## src/fmpw_pkg.sv

```systemverilog
`timescale 1ns / 1ps
// ----------------------------------------------------------------------------
// Flow meter package
// Widths, reset values, register indexes and shared types of the flow meter.
// ----------------------------------------------------------------------------
package fmpw_pkg;

  localparam int COUNT_BITS    = 16;
  localparam int FRACTION_BITS = 16;

  localparam int CAL_W     = 24;
  localparam int WIN_W     = 16;
  localparam int THR_W     = 16;
  localparam int ELAPSED_W = 17;
  localparam int VOL_W     = 32;
  localparam int RATE_W    = 33;
  localparam int TOTAL_W   = 48;

  localparam int PROD_W = COUNT_BITS + CAL_W;
  localparam int CMP_W  = (PROD_W > THR_W + FRACTION_BITS) ? PROD_W : THR_W + FRACTION_BITS;

  // Rate is volume times one thousand over elapsed milliseconds.
  localparam int SCALE_W   = 10;
  localparam int DVD_W     = VOL_W + SCALE_W;
  localparam int DIV_CNT_W = $clog2(DVD_W);

  localparam logic [SCALE_W-1:0]   SCALE       = SCALE_W'(1000);
  localparam logic [VOL_W-1:0]     VOL_MAX     = '1;
  localparam logic [RATE_W-1:0]    RATE_MAX    = '1;
  localparam logic [TOTAL_W-1:0]   TOTAL_MAX   = '1;
  localparam logic [COUNT_BITS-1:0] COUNT_MAX  = '1;
  localparam logic [ELAPSED_W-1:0] ELAPSED_MAX = '1;

  localparam logic [CAL_W-1:0] CAL_RESET       = CAL_W'(15604);
  localparam logic [WIN_W-1:0] WINDOW_RESET    = WIN_W'(500);
  localparam logic [THR_W-1:0] THRESHOLD_RESET = THR_W'(3);

  localparam int IN_DATA_W  = 8;
  localparam int OUT_BITS   = VOL_W + RATE_W + TOTAL_W + 1;
  localparam int OUT_DATA_W = ((OUT_BITS + 7) / 8) * 8;

  localparam int CFG_IDX_W  = 2;
  localparam int CFG_DATA_W = CAL_W;
  localparam logic [CFG_IDX_W-1:0] REG_CAL_FACTOR = 2'd0;
  localparam logic [CFG_IDX_W-1:0] REG_WINDOW_MS  = 2'd1;
  localparam logic [CFG_IDX_W-1:0] REG_THRESHOLD  = 2'd2;

  typedef struct packed {
    logic                  close;
    logic [COUNT_BITS-1:0] pulse_count;
    logic [ELAPSED_W-1:0]  elapsed;
  } win_status_t;

  typedef struct packed {
    logic busy;
    logic done;
  } div_status_t;

endpackage

```

## src/fmpw_window_counter.sv

```systemverilog
`timescale 1ns / 1ps
// ----------------------------------------------------------------------------
// Flow meter window counter
// Saturating pulse and millisecond counters with the window-close test.
// ----------------------------------------------------------------------------
module fmpw_window_counter (
  input  logic                          clk,
  input  logic                          rst,
  input  logic                          accept,
  input  logic                          pulse_edge,
  input  logic                          ms_tick,
  input  logic [fmpw_pkg::WIN_W-1:0]    window_ms,
  output fmpw_pkg::win_status_t         status
);

  logic [fmpw_pkg::COUNT_BITS-1:0] pulse_count;
  logic [fmpw_pkg::ELAPSED_W-1:0]  elapsed_ms;
  logic [fmpw_pkg::COUNT_BITS-1:0] pulse_count_next;
  logic [fmpw_pkg::ELAPSED_W-1:0]  elapsed_ms_next;

  // The pulse is counted before the tick, and both before the window test.
  always_comb begin
    pulse_count_next = pulse_count;
    elapsed_ms_next  = elapsed_ms;
    if (pulse_edge && (pulse_count != fmpw_pkg::COUNT_MAX)) begin
      pulse_count_next = pulse_count + 1'b1;
    end
    if (ms_tick && (elapsed_ms != fmpw_pkg::ELAPSED_MAX)) begin
      elapsed_ms_next = elapsed_ms + 1'b1;
    end
  end

  assign status.pulse_count = pulse_count_next;
  assign status.elapsed     = elapsed_ms_next;
  assign status.close       = elapsed_ms_next > fmpw_pkg::ELAPSED_W'(window_ms);

  always_ff @(posedge clk) begin
    if (rst) begin
      pulse_count <= '0;
      elapsed_ms  <= '0;
    end else if (accept) begin
      if (status.close) begin
        pulse_count <= '0;
        elapsed_ms  <= '0;
      end else begin
        pulse_count <= pulse_count_next;
        elapsed_ms  <= elapsed_ms_next;
      end
    end
  end

endmodule

```

## src/fmpw_div_unit.sv

```systemverilog
`timescale 1ns / 1ps
// ----------------------------------------------------------------------------
// Flow meter divider
// Restoring shift-and-subtract divider, one quotient bit per cycle.
// ----------------------------------------------------------------------------
module fmpw_div_unit (
  input  logic                              clk,
  input  logic                              rst,
  input  logic                              start,
  input  logic [fmpw_pkg::DVD_W-1:0]        dividend,
  input  logic [fmpw_pkg::ELAPSED_W-1:0]    divisor,
  output logic [fmpw_pkg::DVD_W-1:0]        quotient,
  output fmpw_pkg::div_status_t             status
);

  logic [fmpw_pkg::ELAPSED_W-1:0]   rem;
  logic [fmpw_pkg::ELAPSED_W-1:0]   dvs;
  logic [fmpw_pkg::DIV_CNT_W-1:0]   cnt;
  logic                             busy;
  logic                             done;
  logic [fmpw_pkg::ELAPSED_W:0]     shifted;
  logic                             fits;

  // The remainder stays below the divisor, so it fits in the divisor's width
  // and one extra bit holds the shift.
  assign shifted = {rem, quotient[fmpw_pkg::DVD_W-1]};
  assign fits    = shifted >= {1'b0, dvs};

  always_ff @(posedge clk) begin
    if (rst) begin
      busy <= 1'b0;
      done <= 1'b0;
    end else begin
      done <= 1'b0;
      if (start) begin
        busy <= 1'b1;
      end else if (busy && (cnt == '0)) begin
        busy <= 1'b0;
        done <= 1'b1;
      end
    end
  end

  always_ff @(posedge clk) begin
    if (start) begin
      rem      <= '0;
      dvs      <= divisor;
      quotient <= dividend;
      cnt      <= fmpw_pkg::DIV_CNT_W'(fmpw_pkg::DVD_W - 1);
    end else if (busy) begin
      rem      <= fmpw_pkg::ELAPSED_W'(fits ? (shifted - {1'b0, dvs}) : shifted);
      quotient <= {quotient[fmpw_pkg::DVD_W-2:0], fits};
      cnt      <= cnt - 1'b1;
    end
  end

  assign status.busy = busy;
  assign status.done = done;

endmodule

```

## src/flow_meter_pulse_window.sv

```systemverilog
`timescale 1ns / 1ps
// ----------------------------------------------------------------------------
// Flow meter with pulse window
// Counts sensor pulses and milliseconds, and at each window close reports the
// window volume, the flow rate, the running total and a flowing flag.
// ----------------------------------------------------------------------------
//
//  Channel   Direction  Handshake            Payload
//  s_*       in         s_tvalid/s_tready    pulse edge and millisecond tick
//  m_*       out        m_tvalid/m_tready    window result
//  cfg_*     in         cfg_valid/cfg_ready  register index and write data
//
// An input transaction that leaves the window open leaves s_tready high, and
// the next one may follow straight after. A transaction that closes the window
// starts a computation in which the divider produces one quotient bit per
// cycle over the 42-bit scaled volume; s_tready stays low until the result is
// in the output register. That register lets the next input transaction in
// while m_tready is low; a further closing transaction waits at the end of its
// computation until the output register is free. Reset is synchronous and
// returns the counters, the running total and the registers to their reset
// values. The configuration channel is always ready.
// ----------------------------------------------------------------------------
module flow_meter_pulse_window (
  input  logic                                 clk,
  input  logic                                 rst,
  // s_tdata: pulse_edge [0], ms_tick [1], zero fill [7:2]
  input  logic                                 s_tvalid,
  output logic                                 s_tready,
  input  logic [fmpw_pkg::IN_DATA_W-1:0]       s_tdata,
  // m_tdata: window_volume [31:0], flow_rate [64:32], total_volume [112:65],
  //          water_flowing [113], zero fill [119:114]
  output logic                                 m_tvalid,
  input  logic                                 m_tready,
  output logic [fmpw_pkg::OUT_DATA_W-1:0]      m_tdata,
  input  logic                                 cfg_valid,
  output logic                                 cfg_ready,
  input  logic [fmpw_pkg::CFG_IDX_W-1:0]       cfg_index,
  input  logic [fmpw_pkg::CFG_DATA_W-1:0]      cfg_data
);

  // One-hot sequencer for a closing window.
  typedef enum logic [5:0] {
    ST_IDLE  = 6'b000001,
    ST_MUL   = 6'b000010,
    ST_LOAD  = 6'b000100,
    ST_START = 6'b001000,
    ST_DIV   = 6'b010000,
    ST_FIN   = 6'b100000
  } state_t;

  state_t state;
  state_t state_next;

  logic [fmpw_pkg::CAL_W-1:0] cal_factor;
  logic [fmpw_pkg::WIN_W-1:0] window_ms;
  logic [fmpw_pkg::THR_W-1:0] flow_threshold_ml;

  fmpw_pkg::win_status_t win_status;
  fmpw_pkg::div_status_t div_status;

  logic                              s_accept;
  logic                              out_free;
  logic [fmpw_pkg::COUNT_BITS-1:0]   cap_count;
  logic [fmpw_pkg::ELAPSED_W-1:0]    cap_elapsed;
  logic [fmpw_pkg::PROD_W-1:0]       product;
  logic [fmpw_pkg::VOL_W-1:0]        vol;
  logic [fmpw_pkg::VOL_W-1:0]        vol_sat;
  logic                              flowing;
  logic                              flowing_next;
  logic [fmpw_pkg::TOTAL_W-1:0]      volume_total;
  logic [fmpw_pkg::TOTAL_W:0]        total_sum;
  logic [fmpw_pkg::DVD_W-1:0]        dividend;
  logic [fmpw_pkg::DVD_W-1:0]        quotient;
  logic [fmpw_pkg::RATE_W-1:0]       rate_sat;

  assign s_tready  = state == ST_IDLE;
  assign s_accept  = s_tvalid && s_tready;
  assign cfg_ready = 1'b1;
  assign out_free  = !m_tvalid || m_tready;

  // Configuration registers; an index beyond the list is ignored.
  always_ff @(posedge clk) begin
    if (rst) begin
      cal_factor        <= fmpw_pkg::CAL_RESET;
      window_ms         <= fmpw_pkg::WINDOW_RESET;
      flow_threshold_ml <= fmpw_pkg::THRESHOLD_RESET;
    end else if (cfg_valid && cfg_ready) begin
      unique case (cfg_index)
        fmpw_pkg::REG_CAL_FACTOR: cal_factor        <= cfg_data;
        fmpw_pkg::REG_WINDOW_MS:  window_ms         <= fmpw_pkg::WIN_W'(cfg_data);
        fmpw_pkg::REG_THRESHOLD:  flow_threshold_ml <= fmpw_pkg::THR_W'(cfg_data);
        default: ;
      endcase
    end
  end

  fmpw_window_counter u_window (
    .clk        (clk),
    .rst        (rst),
    .accept     (s_accept),
    .pulse_edge (s_tdata[0]),
    .ms_tick    (s_tdata[1]),
    .window_ms  (window_ms),
    .status     (win_status)
  );

  // The scaled volume is formed as the divider is started.
  assign dividend = fmpw_pkg::DVD_W'(vol) * fmpw_pkg::DVD_W'(fmpw_pkg::SCALE);

  fmpw_div_unit u_div (
    .clk      (clk),
    .rst      (rst),
    .start    (state == ST_START),
    .dividend (dividend),
    .divisor  (cap_elapsed),
    .quotient (quotient),
    .status   (div_status)
  );

  // Volume saturates, while the flag compares the full product.
  assign vol_sat = (product > fmpw_pkg::PROD_W'(fmpw_pkg::VOL_MAX)) ?
                   fmpw_pkg::VOL_MAX : fmpw_pkg::VOL_W'(product);
  assign flowing_next = fmpw_pkg::CMP_W'(product) >
                        fmpw_pkg::CMP_W'({flow_threshold_ml, {fmpw_pkg::FRACTION_BITS{1'b0}}});
  assign total_sum = (fmpw_pkg::TOTAL_W + 1)'(volume_total) +
                     (fmpw_pkg::TOTAL_W + 1)'(vol_sat);
  assign rate_sat = (quotient > fmpw_pkg::DVD_W'(fmpw_pkg::RATE_MAX)) ?
                    fmpw_pkg::RATE_MAX : fmpw_pkg::RATE_W'(quotient);

  always_comb begin
    state_next = state;
    unique case (state)
      ST_IDLE:  if (s_accept && win_status.close) state_next = ST_MUL;
      ST_MUL:   state_next = ST_LOAD;
      ST_LOAD:  state_next = ST_START;
      ST_START: state_next = ST_DIV;
      ST_DIV:   if (div_status.done) state_next = ST_FIN;
      ST_FIN:   if (out_free) state_next = ST_IDLE;
      default:  state_next = ST_IDLE;
    endcase
  end

  always_ff @(posedge clk) begin
    if (rst) begin
      state        <= ST_IDLE;
      volume_total <= '0;
      m_tvalid     <= 1'b0;
    end else begin
      state <= state_next;
      if (state == ST_LOAD) begin
        volume_total <= total_sum[fmpw_pkg::TOTAL_W] ?
                        fmpw_pkg::TOTAL_MAX : total_sum[fmpw_pkg::TOTAL_W-1:0];
      end
      if ((state == ST_FIN) && out_free) begin
        m_tvalid <= 1'b1;
      end else if (m_tready) begin
        m_tvalid <= 1'b0;
      end
    end
  end

  // Payload registers.
  always_ff @(posedge clk) begin
    if (s_accept && win_status.close) begin
      cap_count   <= win_status.pulse_count;
      cap_elapsed <= win_status.elapsed;
    end
    if (state == ST_MUL) begin
      product <= fmpw_pkg::PROD_W'(cap_count) * fmpw_pkg::PROD_W'(cal_factor);
    end
    if (state == ST_LOAD) begin
      vol     <= vol_sat;
      flowing <= flowing_next;
    end
    if ((state == ST_FIN) && out_free) begin
      m_tdata <= fmpw_pkg::OUT_DATA_W'({flowing, volume_total, rate_sat, vol});
    end
  end

endmodule

```

## config.mk

```make
export PLATFORM = sky130hd
export DESIGN_NAME = flow_meter_pulse_window
export DESIGN_NICKNAME = d
export VERILOG_FILES = /design/src/fmpw_pkg.sv /design/src/fmpw_window_counter.sv /design/src/fmpw_div_unit.sv /design/src/flow_meter_pulse_window.sv
export SDC_FILE = /design/constraint.sdc
export NUM_CORES = 2
export LEC_CHECK = 0
export BUFFER_PORTS_ARGS = -buffer_cell sky130_fd_sc_hd__buf_2
export CAP_MARGIN = 20
export CORE_UTILIZATION = 45
export CTS_BUF_LIST = sky130_fd_sc_hd__clkbuf_8
export DETAILED_ROUTE_END_ITERATION = 12
export PLACE_DENSITY_LB_ADDON = 0.1
export SLEW_MARGIN = 20
export SYNTH_ARGS = -nofsm -noshare
export SYNTH_HDL_FRONTEND = slang
export SYNTH_SLANG_ARGS = --single-unit
```

## constraint.sdc

```tcl
create_clock -name clk -period 7.92 [get_ports clk]
set_clock_uncertainty 0.15 [all_clocks]
set_input_delay 0.396 -clock clk [delete_from_list [all_inputs] [get_ports clk]]
set_output_delay 0.396 -clock clk [all_outputs]
set_load 0.005 [all_outputs]
```

# Word level (Yosys, flattened, before mapping)
# Cells that the tools add are included.
# Widths: inputs -> output; s select.
[word_totals]
regBits = 448
wordCells = 83
out_inout_bits = 123
in_bits = 39
[op_classes]
n_lt_le_gt_ge = 5
add_sub_neg = 5
reduce_logical = 18
eq_ne = 13
mul = 2
n_mux = 18
[ops]
columns = ["operator", "n"]
rows = [
  ["$mux 42", 2],
  ["$mux 17", 3],
  ["$add 48x32->49", 1],
  ["$mux 48", 1],
  ["$gt 42x33->1 const B", 1],
  ["$gt 40x32->1", 1],
  ["$gt 40x32->1 const B", 1],
  ["$mul 16x24->40", 1],
  ["$mul 32x7->39 const B", 1],
  ["$pmux 6 s6", 1],
  ["$mux 16", 2],
  ["$mux 32", 1],
  ["$ge 18x17->1", 1],
  ["$mux 6", 3],
  ["$add 17x1->17 const B", 1],
  ["$gt 17x16->1", 1],
  ["$ne 17x17->1 const B", 1],
  ["$sub 17x17->17", 1],
  ["$add 16x1->16 const B", 1],
  ["$ne 16x16->1 const B", 1],
  ["$eq 6x1->1 const B", 1],
  ["$eq 6x2->1 const B", 1],
  ["$eq 6x3->1 const B", 1],
  ["$eq 6x4->1 const B", 1],
  ["17 further kinds", 31],
]

# Logic depth before layout (Yosys ltp)
[depth]
word_depth = 7
depth_mapped = 25
mapped_depth_nobuf = 24

# Cells and area by module
# From an unflattened synthesis, not the netlist that was laid out.
[hier_totals]
cells_unflattened = 3628
area_unflattened_um2 = 37353.3
[by_module_without_submodules]
columns = ["mod", "seq_area_each_um2", "area_each_um2", "cells_each", "n_inst"]
rows = [
  ["flow_meter_pulse_window", 8828.5, 30559.3, 2948, 1],
  ["fmpw_div_unit", 2272.2, 4240.3, 348, 1],
  ["fmpw_window_counter", 660.6, 2553.7, 332, 1],
]

# Worst setup path before layout
# No wires, ideal clock.
[synth_path]
kind = "flip-flop to flip-flop"
startpoint = "reg state[0]"
endpoint = "reg m_tdata[0] in the netlist's numbering (enable)"
stages_incl_launch_ff = 4
required_ps = 7169
synth_period_minus_slack_ps = 6648
path_buffers = 0
slack_ps = 1272
setup_ps = 601
arrival_time_ps = 5897
path_cell_list = "dfxtp_1 -> nor4_1 -> nand3b_1 -> nor2b_1"
[synth_between]
elab_chain_cells = 2
[synth_lines]
columns = ["item", "line_no", "rtl"]
rows = [
  ["from (decl)", "flow_meter_pulse_window.sv:51", "state_t state;"],
  ["from (signal assigned)", "flow_meter_pulse_window.sv:149", "state <= state_next;"],
  ["$eq 6x6->1", "flow_meter_pulse_window.sv:175", "if ((state == ST_FIN) && out_free) begin"],
  ["$logic_and 1x1->1", "flow_meter_pulse_window.sv:175", ""],
  ["to (signal assigned)", "flow_meter_pulse_window.sv:176", "m_tdata <= fmpw_pkg::OUT_DATA_W'({flowing, volume_total, rate_sat, vol});"],
  ["to (decl)", "flow_meter_pulse_window.sv:34", "output logic [fmpw_pkg::OUT_DATA_W-1:0] m_tdata,"],
]
# No other way between the ends.
# A chain may end at the register's enable or synchronous reset.

# Worst setup path after layout
[layout_path]
startpoint = "reg cal_factor[5] in the netlist's numbering"
endpoint = "reg product[39] in the netlist's numbering (data pin)"
[layout_between]
elab_chain_cells = 1
[layout_lines]
columns = ["item", "line_no", "rtl"]
rows = [
  ["from (decl)", "flow_meter_pulse_window.sv:54", "logic [fmpw_pkg::CAL_W-1:0] cal_factor;"],
  ["from (signal assigned)", "flow_meter_pulse_window.sv:84", "cal_factor <= fmpw_pkg::CAL_RESET;"],
  ["from (signal assigned)", "flow_meter_pulse_window.sv:89", "fmpw_pkg::REG_CAL_FACTOR: cal_factor <= cfg_data;"],
  ["$mul 16x24->40", "flow_meter_pulse_window.sv:169", "product <= fmpw_pkg::PROD_W'(cap_count) * fmpw_pkg::PROD_W'(cal_factor);"],
  ["to (signal assigned)", "flow_meter_pulse_window.sv:169", ""],
  ["to (decl)", "flow_meter_pulse_window.sv:65", "logic [fmpw_pkg::PROD_W-1:0] product;"],
]
# No other way between the ends.

==> run_results.csv <==
group,metric,value,unit
status,status,"complete, no violations",
worst_setup_path,reg2reg_from,"cal_factor[5]$_SDFFE_PP1P_",
sta,fmax,0.138,GHz
clock_tree,htreeDepth,3,
grt,grt_pass1_vias,26300,
route,dr_total_vias,25700,
sta,relSlewSlack,0.281,
worst_setup_path,start_kind,"flip-flop",
sta,holdWs,107,ps
job,drv_cap,0,
route,firstDrtPassIters,5,
placed_design,place_area,38800,um^2
logic_synthesis,avgSynthCellArea,10.1,um^2
logic_synthesis,synth-seq-cells,448,
route,routed_wl,92100,um
sta,report.final.slew_viol_count,0,
logic_synthesis,synth_edf_count,276,
power,finalPower,0.0101,W
power,power.static_leakage,17.6,nW
sta,period_minus_slack,7260,ps
clock_tree,cts_buffer_depth,3,
hold_path,hold_end,"u_window.pulse_count[0]$_SDFFE_PP0P_",
logic_synthesis,synth_top_area_cell,"fa_1",
hold_path,worstHoldStart,"s_tdata[0]",
logic_synthesis,synthArstFlopShare,0,
route,drt-initial-drc-count,1295,
logic_synthesis,synthCells,3661,
worst_setup_path,critical_path_required,8180,ps
floorplanning,core-area,80900,um^2
layout,fillers,7476,
logic_synthesis,ys.flop_type,"edfxtp_1",
grt,antenna_found_initial,1,
grt,grt_max_degree,91,
logic_synthesis,synth_area_leaders,"fa_1 (23%), edfxtp_1 (22%), ha_1 (9.5%)",
sta,setup_viol,0,
clock_tree,cts_buffers,83,
sta,worstMarginPinSlew,1080,ps
route,ant_nets,0,
logic_synthesis,ys_warn_count,0,
worst_setup_path,ff2ff_path_depth,22,
sta,period_share,0.916,
logic_synthesis,synthesis.area,37000,um^2
floorplanning,num_rows,104,
grt,grt.total_usage,0.226,
logic_synthesis,ys_seq_area_frac,0.317,
worst_setup_path,r2r_slack,660,ps
clock_tree,cts_root_buffer,"clkbuf_8",
placed_design,gp_congestion,0.883,
floorplanning,start_util,0.457,
clock_tree,cts_setup_buffers,0,
layout,area_growth,10.6,%
grt,overflow,0,
sta,setup_ws,664,ps
clock_tree,tritoncts,"built",
route,vias_per_cell,5.20,
placed_design,hpwlAfterDp,70500,um
hold_path,hold_depth,5,
floorplanning,die_h,289,um
worst_setup_path,rr_endpoint,"product[39]$_DFFE_PP_",
route,wl_per_cell,18.6,um
power,power_density,246,nW/um^2
clock_tree,cts.clk_slew.worst_paths,60,ps
worst_setup_path,worstPathMaxFanout,17,
sta,rsz0062_at_grt,"no",
sta,finalHoldViolations,0,
logic_synthesis,yosysTopAreaCellShare,0.231,
floorplanning,die_area,83300,um^2
placed_design,dpl_worst_slack,668,ps
route,remaining_drc_errors,0,
grt,grt_pass1_wl,147000,um
placed_design,port_buffers,148,
worst_setup_path,crit_path_end_kind,"flip-flop",
worst_setup_path,critical_path_class,"reg -> reg",
clock_tree,clock-sinks,448,
floorplanning,die_w,289,um
hold_path,hold_path_class,"in -> reg",
logic_synthesis,synth_cell_type_count,79,
worst_setup_path,arrival,7510,ps
sta,setup_tns,0,ps
clock_tree,clock_latency,710,ps
layout,drive_above_1_share,0.107,
floorplanning,io_pins,162,
power,irDropWorstVdd,0.456,mV
layout,design_area,40900,um^2
layout,final_nets,4565,
==> registers in the layout, indices dropped and copies added, names as in the netlist, 6 cells and up <==
name / flops
m_tdata: 114
volume_total: 48
u_div.quotient: 42
product: 40
vol: 32
cal_factor: 24
cap_elapsed: 17
u_div.dvs: 17
u_div.rem: 17
u_window.elapsed_ms: 17
cap_count: 16
flow_threshold_ml: 16
u_window.pulse_count: 16
window_ms: 16
state: 6
u_div.cnt: 6
==> how the worst max path moves through the flow <==
stage	start	endpoint	slack [ps]	cells past startpoint
2_1_floorplan	state[0]$_SDFFE_PP1P_	m_tdata[0]$_DFFE_PP_	1270	3
3_3_place_gp	cap_count[6]$_DFFE_PP_	product[39]$_DFFE_PP_	720	23
3_5_place_dp	cal_factor[5]$_SDFFE_PP1P_	product[39]$_DFFE_PP_	670	22
4_1_cts	cal_factor[5]$_SDFFE_PP1P_	product[39]$_DFFE_PP_	670	22
5_1_grt	cal_factor[5]$_SDFFE_PP1P_	product[38]$_DFFE_PP_	230	22
6_report	cal_factor[5]$_SDFFE_PP1P_	product[39]$_DFFE_PP_	660	22
==> cells in the mapped netlist, types with 5 or more instances <==
master     instances
dfxtp_1          172
xor2_1            53
o211ai_1           5
a21boi_0           5
and2_1           196
nand3b_1          26
inv_1            452
edfxtp_1         276
nand2_1          403
nand2b_1          15
nor2_1           175
nand3_1           87
o21a_1            24
clkbuf_1         143
a31oi_1           17
nor2b_1           37
nor3_1            36
a311oi_1           7
xnor2_1           89
fa_1             426
mux2i_1           28
buf_4              7
a21oi_1          198
o21bai_1          12
a41oi_1            5
buf_1              5
a21o_1            65
or2_2             70
a211oi_1          43
nor3b_1           17
nor4_1            12
nand4_1           26
a2bb2oi_1          5
a211o_1            9
o21ai_0          114
and4_1             7
and3_1            33
ha_1             282
==> power by group <==
part	internal [W]	switching, W	leakage, nW
registers	0.00273	0.0000376	3.67
logic	0.00201	0.00289	12.9
clock network	0.00133	0.00108	1.01
total	0.00606	0.00400	17.6
==> cells in the final DEF (no fill, tap or decap), types with 24 or more instances in the layout <==
master / n
xnor2_1: 89
and2_1: 195
a21o_1: 65
o21ai_0: 114
nand4_1: 26
and3_1: 33
nor2b_1: 35
dfxtp_1: 171
inv_1: 480
nand3_1: 86
fa_1: 426
mux2i_1: 28
a21oi_1: 197
or2_2: 70
buf_4: 50
xor2_1: 53
nor3_1: 36
o21a_1: 24
ha_1: 282
nand3b_1: 26
edfxtp_1: 276
a211oi_1: 43
dlygate4sd3_1: 26
nor2_1: 174
buf_2: 147
clkbuf_8: 89
nand2_1: 403
==> worst max-delay path, stage by stage, from the launching register on <==
cell,delay (ps)
dfxtp_1,780
and2_1,250
fa_1,390
inv_1,90
fa_1,410
fa_1,490
fa_1,500
inv_1,60
fa_1,520
inv_1,50
fa_1,530
inv_1,40
ha_1,340
and3_1,240
o21ai_0,100
o22ai_1,230
a41oi_1,210
a21oi_1,240
o21ai_0,220
o311ai_1,530
nand4_1,240
a41oi_1,280
xnor2_1,100
==> what timing repair did <==
| item | 4_1_cts | 5_1_grt |
|---|---|---|
| gates resized for setup | 0 | 0 |
| endpoints found under the hold margin | 61 | 0 |
| hold buffers | 26 | 0 |
| setup endpoints to repair | 0 | 0 |
==> cells by family (layout without fill, tap and decap cells) <==
family / after synthesis / count (layout) / synth area share
AO/OA/AOI/OAI: 555 / 555 / 0.0935
multiplexers: 31 / 31 / 0.00850
adder cells (fa/ha/maj): 708 / 708 / 0.326
other: 2 / 8 / 0.000203
AND/OR/NAND/NOR: 1166 / 1166 / 0.158
flip-flops: 448 / 448 / 0.317
buffers and inverters: 609 / 830 / 0.0626
XOR/XNOR: 142 / 142 / 0.0337
==> metrics by stage <==
step,instances,utilization
after CTS,4947,0.505
after detailed placement,4767,0.480
after global placement,4767,0.480
after floorplan,3666,-
after global routing,4948,0.505
final,4948,0.505
==> layout make-up <==
| cell class | instances | area (um^2) | share of cell area |
|---|---|---|---|
| Multi-Input combinational cell | 2609 | 23000 | 0.562 |
| Clock inverter | 65 | 557 | 0.0136 |
| Clock buffer | 89 | 1220 | 0.0300 |
| Inverter | 453 | 1700 | 0.0416 |
| Tap cell | 1060 | 1330 | 0.0324 |
| Sequential cell | 448 | 11700 | 0.287 |
| Antenna cell | 1 | 2.50 | 0.0000612 |
| Timing Repair Buffer | 223 | 1370 | 0.0335 |
==> metal layers <==
metal | vias to the layer above | track usage | share of wire | wire length (um)
li1 | 12500 | - | - | -
met1 | 12700 | 0.305 | 0.46 | 42400
met2 | 442 | 0.378 | 0.48 | 44200
met3 | 127 | 0.0307 | 0.038 | 3480
met4 | 0 | 0.0634 | 0.023 | 2100
met5 | - | 0 | 0 | 0
No activity file was read; power rests on OpenSTA's default activity.
